## src/design/avlu_pkg.sv

```systemverilog
package avlu_pkg;

    localparam int SAMPLE_W   = 16;
    localparam int PERCENT_W  = 10;
    localparam int CFG_ADDR_W = 2;
    localparam int CFG_DATA_W = 10;

    // register indexes on the configuration port
    localparam logic [CFG_ADDR_W-1:0] REG_GAIN_ENABLE    = 2'd0;
    localparam logic [CFG_ADDR_W-1:0] REG_GAIN_PERCENT   = 2'd1;
    localparam logic [CFG_ADDR_W-1:0] REG_LOWPASS_ENABLE = 2'd2;
    localparam logic [CFG_ADDR_W-1:0] REG_OUTPUT_FORM    = 2'd3;

    // output forms, the unused code falls back to plain
    localparam logic [1:0] FORM_PLAIN = 2'd0;
    localparam logic [1:0] FORM_SWAP  = 2'd1;
    localparam logic [1:0] FORM_MULAW = 2'd2;

    // |sample| * |percent| is at most 2^24
    localparam int MAG_W = 25;

    // floor(m / 100) == (m * RECIP) >> RECIP_SHIFT for every m below 2^30
    localparam int                RECIP_W     = 26;
    localparam logic [RECIP_W-1:0] RECIP      = 26'd42949673;
    localparam int                RECIP_SHIFT = 32;
    localparam int                QUOT_W      = 18;

    // mu-law encoder
    localparam logic [14:0] MU_BIAS = 15'd132;
    localparam logic [14:0] MU_CLIP = 15'd32635;

    typedef struct packed {
        logic                        gain_enable;
        logic signed [PERCENT_W-1:0] gain_percent;
        logic                        lowpass_enable;
        logic [1:0]                  output_form;
    } cfg_t;

endpackage

```

## src/design/avlu_gain.sv

```systemverilog
module avlu_gain (
    input  logic                                aclk,
    input  logic                                aresetn,
    input  avlu_pkg::cfg_t                      cfg,
    input  logic                                in_valid,
    output logic                                in_ready,
    input  logic signed [avlu_pkg::SAMPLE_W-1:0] in_sample,
    output logic                                out_valid,
    input  logic                                out_ready,
    output logic signed [avlu_pkg::SAMPLE_W-1:0] out_sample
);
    import avlu_pkg::*;

    logic                       v1_reg;
    logic                       neg1_reg;
    logic [MAG_W-1:0]           mag1_reg;
    logic [SAMPLE_W-1:0]        sample1_reg;
    logic                       v2_reg;
    logic                       neg2_reg;
    logic [QUOT_W-1:0]          q2_reg;
    logic [SAMPLE_W-1:0]        sample2_reg;

    logic                       ready1;
    logic                       ready2;
    logic [SAMPLE_W-1:0]        sample_mag;
    logic [PERCENT_W-1:0]       pct_mag;
    logic [SAMPLE_W+PERCENT_W-1:0] prod_full;
    logic [MAG_W-1:0]           mag1_next;
    logic [MAG_W+RECIP_W-1:0]   recip_prod;
    logic [QUOT_W-1:0]          q2_next;
    logic [SAMPLE_W-1:0]        delta;
    logic [SAMPLE_W-1:0]        gained;

    assign ready2   = !v2_reg || out_ready;
    assign ready1   = !v1_reg || ready2;
    assign in_ready = ready1;

    // stage 1: magnitude product, sign kept aside
    always_comb begin
        sample_mag = in_sample[SAMPLE_W-1] ? (~in_sample + 1'b1) : in_sample;
        pct_mag    = cfg.gain_percent[PERCENT_W-1] ? (~cfg.gain_percent + 1'b1)
                                                   : cfg.gain_percent;
        prod_full  = sample_mag * pct_mag;
        mag1_next  = prod_full[MAG_W-1:0];
    end

    // stage 2: divide by 100 through the reciprocal
    always_comb begin
        recip_prod = mag1_reg * RECIP;
        q2_next    = recip_prod[RECIP_SHIFT +: QUOT_W];
    end

    always_ff @(posedge aclk) begin
        if (!aresetn) begin
            v1_reg <= 1'b0;
            v2_reg <= 1'b0;
        end else begin
            if (ready1) begin
                v1_reg <= in_valid;
            end
            if (ready2) begin
                v2_reg <= v1_reg;
            end
        end
    end

    always_ff @(posedge aclk) begin
        if (ready1 && in_valid) begin
            neg1_reg    <= in_sample[SAMPLE_W-1] ^ cfg.gain_percent[PERCENT_W-1];
            mag1_reg    <= mag1_next;
            sample1_reg <= in_sample;
        end
        if (ready2 && v1_reg) begin
            neg2_reg    <= neg1_reg;
            q2_reg      <= q2_next;
            sample2_reg <= sample1_reg;
        end
    end

    // only the low 16 bits of the quotient survive the wrap
    always_comb begin
        delta  = neg2_reg ? (~q2_reg[SAMPLE_W-1:0] + 1'b1) : q2_reg[SAMPLE_W-1:0];
        gained = cfg.gain_enable ? (sample2_reg + delta) : sample2_reg;
    end

    assign out_valid  = v2_reg;
    assign out_sample = $signed(gained);

    a_stall_holds: assert property (@(posedge aclk) disable iff (!aresetn)
        (v2_reg && !out_ready) |=> (v2_reg && $stable(q2_reg) && $stable(sample2_reg)))
        else $error("gain stage lost a stalled beat");

    a_stage1_moves: assert property (@(posedge aclk) disable iff (!aresetn)
        (v1_reg && ready2) |=> v2_reg)
        else $error("gain stage dropped a beat between stages");

endmodule

```

## src/design/avlu_lowpass.sv

```systemverilog
module avlu_lowpass (
    input  logic                                aclk,
    input  logic                                aresetn,
    input  avlu_pkg::cfg_t                      cfg,
    input  logic                                in_valid,
    output logic                                in_ready,
    input  logic signed [avlu_pkg::SAMPLE_W-1:0] in_sample,
    output logic                                out_valid,
    input  logic                                out_ready,
    output logic signed [avlu_pkg::SAMPLE_W-1:0] out_sample
);
    import avlu_pkg::*;

    logic                valid_reg;
    logic [SAMPLE_W-1:0] y_reg;
    logic [SAMPLE_W-1:0] prev_reg;

    logic [SAMPLE_W+2:0] x_ext;
    logic [SAMPLE_W+2:0] prev_ext;
    logic [SAMPLE_W+2:0] sum;
    logic [SAMPLE_W-1:0] y_next;
    logic                load;

    assign in_ready = !valid_reg || out_ready;
    assign load     = in_ready && in_valid;

    // x + 7*prev fits 19 bits signed; dropping 3 bits is a floor shift
    always_comb begin
        x_ext    = {{3{in_sample[SAMPLE_W-1]}}, in_sample};
        prev_ext = {{3{prev_reg[SAMPLE_W-1]}}, prev_reg};
        sum      = x_ext + (prev_ext << 3) - prev_ext;
        y_next   = cfg.lowpass_enable ? sum[SAMPLE_W+2:3] : in_sample;
    end

    always_ff @(posedge aclk) begin
        if (!aresetn) begin
            valid_reg <= 1'b0;
            prev_reg  <= '0;
        end else begin
            if (in_ready) begin
                valid_reg <= in_valid;
            end
            if (load && cfg.lowpass_enable) begin
                prev_reg <= y_next;
            end
        end
    end

    always_ff @(posedge aclk) begin
        if (load) begin
            y_reg <= y_next;
        end
    end

    assign out_valid  = valid_reg;
    assign out_sample = $signed(y_reg);

    a_prev_tracks: assert property (@(posedge aclk) disable iff (!aresetn)
        (load && cfg.lowpass_enable) |=> (prev_reg == y_reg))
        else $error("filter state differs from the filtered beat");

    a_prev_idle: assert property (@(posedge aclk) disable iff (!aresetn)
        !load |=> $stable(prev_reg))
        else $error("filter state moved without a beat");

endmodule

```

## src/design/avlu_format.sv

```systemverilog
module avlu_format (
    input  logic                                aclk,
    input  logic                                aresetn,
    input  avlu_pkg::cfg_t                      cfg,
    input  logic                                in_valid,
    output logic                                in_ready,
    input  logic signed [avlu_pkg::SAMPLE_W-1:0] in_sample,
    output logic                                out_valid,
    input  logic                                out_ready,
    output logic [avlu_pkg::SAMPLE_W-1:0]       out_data
);
    import avlu_pkg::*;

    logic                valid_reg;
    logic [SAMPLE_W-1:0] data_reg;

    logic [SAMPLE_W-1:0] data_next;
    logic                sign;
    logic [SAMPLE_W-1:0] mag;
    logic [14:0]         mag_clip;
    logic [14:0]         biased;
    logic [2:0]          expo;
    logic [3:0]          mant;
    logic [7:0]          code;

    assign in_ready = !valid_reg || out_ready;

    // mu-law: clip, bias, exponent from the leading one, four mantissa bits
    always_comb begin
        sign     = in_sample[SAMPLE_W-1];
        mag      = sign ? (~in_sample + 1'b1) : in_sample;
        mag_clip = (mag > {1'b0, MU_CLIP}) ? MU_CLIP : mag[14:0];
        biased   = mag_clip + MU_BIAS;
        priority if (biased[14]) expo = 3'd7;
        else if (biased[13])     expo = 3'd6;
        else if (biased[12])     expo = 3'd5;
        else if (biased[11])     expo = 3'd4;
        else if (biased[10])     expo = 3'd3;
        else if (biased[9])      expo = 3'd2;
        else if (biased[8])      expo = 3'd1;
        else                     expo = 3'd0;
        mant = biased[({1'b0, expo} + 4'd3) +: 4];
        code = ~{sign, expo, mant};
    end

    always_comb begin
        unique case (cfg.output_form)
            FORM_SWAP:  data_next = {in_sample[7:0], in_sample[15:8]};
            FORM_MULAW: data_next = {8'h00, code};
            default:    data_next = in_sample;
        endcase
    end

    always_ff @(posedge aclk) begin
        if (!aresetn) begin
            valid_reg <= 1'b0;
        end else if (in_ready) begin
            valid_reg <= in_valid;
        end
    end

    always_ff @(posedge aclk) begin
        if (in_ready && in_valid) begin
            data_reg <= data_next;
        end
    end

    assign out_valid = valid_reg;
    assign out_data  = data_reg;

    a_out_holds: assert property (@(posedge aclk) disable iff (!aresetn)
        (valid_reg && !out_ready) |=> (valid_reg && $stable(data_reg)))
        else $error("result register changed under a stall");

endmodule

```

## src/design/audio_volume_lowpass_ulaw_path.sv

```systemverilog
// channel  dir  handshake          payload
// s_       in   s_valid/s_ready    s_sample_in  signed 16-bit sample
// m_       out  m_valid/m_ready    m_data_out   16-bit pattern or mu-law byte
// cfg_     in   cfg_wr_en          cfg_index, cfg_wdata
//
// one beat per cycle sustained while m_ready stays high; m_valid rises once the beat has passed every stage below
// stages: magnitude product, reciprocal multiply, gain add and low-pass, output form
// the low-pass state updates in its own stage, so back-to-back beats chain correctly
// each stage takes a beat whenever it is empty or its successor moves
// aresetn clears all valid flags, the filter state and the configuration registers; data registers are not reset
module audio_volume_lowpass_ulaw_path (
    input  logic                                  aclk,
    input  logic                                  aresetn,
    input  logic                                  cfg_wr_en,
    input  logic [avlu_pkg::CFG_ADDR_W-1:0]       cfg_index,
    input  logic [avlu_pkg::CFG_DATA_W-1:0]       cfg_wdata,
    input  logic                                  s_valid,
    output logic                                  s_ready,
    input  logic signed [avlu_pkg::SAMPLE_W-1:0]  s_sample_in,
    output logic                                  m_valid,
    input  logic                                  m_ready,
    output logic [avlu_pkg::SAMPLE_W-1:0]         m_data_out
);
    import avlu_pkg::*;

    cfg_t cfg_reg;

    logic                       gain_valid;
    logic                       gain_ready;
    logic signed [SAMPLE_W-1:0] gain_sample;
    logic                       lp_valid;
    logic                       lp_ready;
    logic signed [SAMPLE_W-1:0] lp_sample;

    always_ff @(posedge aclk) begin
        if (!aresetn) begin
            cfg_reg <= '0;
        end else if (cfg_wr_en) begin
            unique case (cfg_index)
                REG_GAIN_ENABLE:    cfg_reg.gain_enable    <= cfg_wdata[0];
                REG_GAIN_PERCENT:   cfg_reg.gain_percent   <= $signed(cfg_wdata[PERCENT_W-1:0]);
                REG_LOWPASS_ENABLE: cfg_reg.lowpass_enable <= cfg_wdata[0];
                REG_OUTPUT_FORM:    cfg_reg.output_form    <= cfg_wdata[1:0];
                default: ;
            endcase
        end
    end

    avlu_gain u_gain (
        .aclk       (aclk),
        .aresetn    (aresetn),
        .cfg        (cfg_reg),
        .in_valid   (s_valid),
        .in_ready   (s_ready),
        .in_sample  (s_sample_in),
        .out_valid  (gain_valid),
        .out_ready  (gain_ready),
        .out_sample (gain_sample)
    );

    avlu_lowpass u_lowpass (
        .aclk       (aclk),
        .aresetn    (aresetn),
        .cfg        (cfg_reg),
        .in_valid   (gain_valid),
        .in_ready   (gain_ready),
        .in_sample  (gain_sample),
        .out_valid  (lp_valid),
        .out_ready  (lp_ready),
        .out_sample (lp_sample)
    );

    avlu_format u_format (
        .aclk      (aclk),
        .aresetn   (aresetn),
        .cfg       (cfg_reg),
        .in_valid  (lp_valid),
        .in_ready  (lp_ready),
        .in_sample (lp_sample),
        .out_valid (m_valid),
        .out_ready (m_ready),
        .out_data  (m_data_out)
    );

endmodule
```

## config.mk

```make
export PLATFORM = sky130hd
export DESIGN_NAME = audio_volume_lowpass_ulaw_path
export DESIGN_NICKNAME = d
export VERILOG_FILES = /design/src/design/avlu_pkg.sv /design/src/design/avlu_gain.sv /design/src/design/avlu_lowpass.sv /design/src/design/avlu_format.sv /design/src/design/audio_volume_lowpass_ulaw_path.sv
export SDC_FILE = /design/constraint.sdc
export NUM_CORES = 1
export LEC_CHECK = 0
export BUFFER_PORTS_ARGS = -buffer_cell sky130_fd_sc_hd__buf_4
export CORE_MARGIN = 2
export CORE_UTILIZATION = 43
export DETAILED_ROUTE_END_ITERATION = 16
export SLEW_MARGIN = 20
export SYNTH_ARGS = -nofsm -noshare
export SYNTH_HDL_FRONTEND = slang
export SYNTH_HIERARCHICAL = 1
export SYNTH_SLANG_ARGS = --single-unit
```

## constraint.sdc

```tcl
create_clock -name aclk -period 15.7 [get_ports aclk]
set_input_delay 0.785 -clock aclk [delete_from_list [all_inputs] [get_ports aclk]]
set_output_delay 0.785 -clock aclk [all_outputs]
set_load 0.005 [all_outputs]
```

==> summary.txt <==
Logic synthesis
  • Syn Nets: 3,184
  • Cell variety after synth: 100
  • Synth Register Bits: 141
  • Yosys top cell by area: fa_1
  • Mux share of post-synthesis cell area: 2.118%
  • Post-Synth XOR/XNOR Area: 4.802%
  • Synth area leaders: fa_1 28%, ha_1 18%, edfxtp_1 13%
  • Synth Instances: 2,466
  • Most frequently used flop master after synthesis: edfxtp_1
  • Async set or reset register ratio after synthesis: 0%
  • Post-synth top area share: 28.35%
  • Syn Area/Cell: 9.679 um^2
  • Sequential fraction of the synthesis area: 16.31%
  • Post-synthesis adder-cell area fraction: 46.54%
  • Syn Std Cell Area: 23,870 um^2
  • Yosys Warn Count: 6
  • Post-Synth Simple-Gate Area: 10.19%
  • Number of synthesized flops with an enable pin: 107
  • Post-synthesis compound-gate area fraction: 10.04%
  • Main combinational cell family by area after synthesis: adder cells

CTS
  • Clk buf depth: 2
  • Clock latency at the later pin of the worst-skew pair: 0.46 ns
  • CTS Buf Count: 17
  • Setup Buffers After CTS: 0
  • # resized after CTS: 0
  • Clock Sinks: 141
  • CTS tree: built
  • H-tree levels: 4
  • Hold_buf cts: 0
  • Root buf cell: clkbuf_16
  • Clock-pin slew on the worst setup and hold paths: 0.07 ns

Die
  • Core ar.: 54,990 um^2
  • DIE AREA: 57,410 um^2
  • Die width: 239.6 um
  • Die height: 239.6 um
  • Top-Level Pins: 51
  • Starting Density: 43.41%
  • Number of cell rows: 86

Setup path
  • Crit path DAT: 7.70 ns
  • Crit-path slowest cell: xor2_1
  • CP max stage delay: 0.78 ns
  • Worst endpoint required time: 15.90 ns
  • CP Capture Type: register
  • Critical path type: reg -> reg
  • Crit path max fanout: 12
  • Critical Path Source Type: register

Global routing
  • First-pass GRT wire length: 94,810 um
  • Grt total ovfl: 0
  • Vias in the first global route: 17.59k
  • Antenna violations before repair: 0
  • Largest net degree at the start of global routing: 43
  • Total track usage: 21.32%

Timing
  • RSZ-0062 raised after global routing: no
  • Worst-margin pin slew: 1.096 ns
  • Final period utilization: 47.76%
  • Clk_skew: 0.01623 ns
  • Setup TNS: 0 ns
  • Slew margin rel.: 26.70%
  • Slew Viols, Final: 0
  • Max Clock Freq: 133.4 MHz
  • Final Hold Viols: 0
  • Minimum clock period: 7.499 ns
  • Count of final setup violators: 0

Hold path
  • Hold Crit Class: reg -> reg

Place
  • Routability Congestion: 0.9446
  • Dpl hpwl: 49,540 um
  • Input/output buffers: 50

Detailed routing
  • DR WL/cell: 17.79 um
  • DR vias/cell: 5.210
  • DR vias: 17.00k
  • Residual DRC: 0
  • Routed WL: 58,030 um
  • DR pass1 iterations: 5
  • Starting DRT DRC Count: 855
  • Routed Antenna Nets: 0

Finish
  • Antenna cells: 0
  • P&R area growth vs syn: 7.392%
  • Share of cells above drive strength 1: 6.126%
  • Register area: 3894 um^2
  • Layout fillers: 5,126
  • Layout Nets: 3,219
  • Max FFs per register: 25
  • Multi-input gate area: 17,590 um^2

Job
  • Max-cap violations: 0

Status
  • Status: completed
[synthesized netlist by cell type (5+ instances only)]
| cell type | number |
|---|---|
| o21ai_0 | 53 |
| ha_1 | 347 |
| nand3_1 | 27 |
| o21a_1 | 19 |
| o31ai_1 | 11 |
| a22o_1 | 8 |
| or2_2 | 8 |
| nor2_1 | 136 |
| fa_1 | 338 |
| mux2i_1 | 31 |
| a21oi_1 | 65 |
| dfxtp_1 | 34 |
| o21ai_1 | 7 |
| nand4_1 | 11 |
| clkbuf_1 | 31 |
| a31oi_1 | 17 |
| edfxtp_1 | 107 |
| a211oi_1 | 15 |
| a21o_1 | 38 |
| o211ai_1 | 9 |
| mux2_2 | 15 |
| nor3_1 | 21 |
| inv_1 | 577 |
| or4_1 | 5 |
| and2_1 | 17 |
| a22oi_1 | 11 |
| and3_1 | 6 |
| xnor2_1 | 86 |
| o41ai_1 | 8 |
| nand3b_1 | 6 |
| nand2b_1 | 14 |
| a21boi_0 | 5 |
| nand2_1 | 192 |
| o21bai_1 | 5 |
| nor2b_1 | 17 |
| xor2_1 | 43 |
| o2111ai_1 | 6 |
| buf_2 | 6 |
| or3_1 | 7 |
[final timing paths]
check | endpoint | cells after the start | start | slack (ns)
worst max-delay path | u_gain/mag1_reg[23]$_DFFE_PP_ | 26 | cfg_reg[3]$_SDFFE_PN0P_ | 8.20
worst min-delay path | u_gain/sample2_reg[12]$_DFFE_PP_ | 0 | u_gain/sample1_reg[12]$_DFFE_PP_ | 0.42
worst max register to register | u_gain/mag1_reg[23]$_DFFE_PP_ | 26 | cfg_reg[3]$_SDFFE_PN0P_ | 8.20
worst min register to register | u_gain/sample2_reg[12]$_DFFE_PP_ | 0 | u_gain/sample1_reg[12]$_DFFE_PP_ | 0.42
[cell usage in the layout (no fill, tap or decap), types with 14 or more instances in the layout]
master | synthesis | layout
a211oi_1 | 15 | 15
a21o_1 | 38 | 38
a21oi_1 | 65 | 65
a31oi_1 | 17 | 17
and2_1 | 17 | 16
buf_4 | 0 | 61
clkbuf_16 | 0 | 20
dfxtp_1 | 34 | 34
edfxtp_1 | 107 | 107
fa_1 | 338 | 338
ha_1 | 347 | 347
inv_1 | 577 | 577
mux2_2 | 15 | 15
mux2i_1 | 31 | 31
nand2_1 | 192 | 192
nand2b_1 | 14 | 14
nand3_1 | 27 | 27
nor2_1 | 136 | 136
nor2b_1 | 17 | 16
nor3_1 | 21 | 21
o21a_1 | 19 | 19
o21ai_0 | 53 | 53
xnor2_1 | 86 | 86
xor2_1 | 43 | 43
[through the flow]
step	std cells	cell area, um^2	util (%)	hold slack [ns]	setup WS [ns]
after detailed placement	3230	25050	45.56	0.4052	8.312
after floorplan	2466	23870	-	0.4003	9.086
after CTS	3262	25630	46.61	0.4209	8.284
after global routing	3262	25630	46.62	0.4276	7.821
after global placement	3230	25050	45.56	0.4032	8.437
final	3262	25630	46.62	0.4223	8.201
[metal layers]
layer / global-route usage (%) / share of wire [%]
met5: 0 / 0
met4: 4.754 / 1.8
met3: 2.651 / 4.1
met2: 36.11 / 48
met1: 29.13 / 46
[cell families (layout without fill, tap and decap cells)]
logic type	Yosys count	count (layout)
buffers and inverters	623	671
adder cells (fa/ha/maj)	685	685
AO/OA/AOI/OAI	333	333
multiplexers	48	48
AND/OR/NAND/NOR	506	506
XOR/XNOR	130	130
flip-flops	141	141
[critical path: cells and delay by family, from the launching register on]
family / cells / cell delay [ns]
and+or+nand+nor: 3 / 0.32
DFF: 1 / 0.63
buffers and inverters: 6 / 0.65
adders and majority gates: 7 / 3.04
xor gates and xnor gates: 2 / 0.92
AOI/OAI and AO/OA: 8 / 1.67
[final cells by class]
cell class | instances | area share, %
multi-input cells | 1702 | 68.64
flip-flops and latches | 141 | 15.19
inverters | 578 | 8.464
well taps | 748 | 3.651
clock buffers | 22 | 1.982
repair buffers | 61 | 1.787
clock inverters | 10 | 0.2880
Power is left out: the tool's default activity adds up to more than one toggle a clock period on the data nets, which glitch-free logic cannot reach.
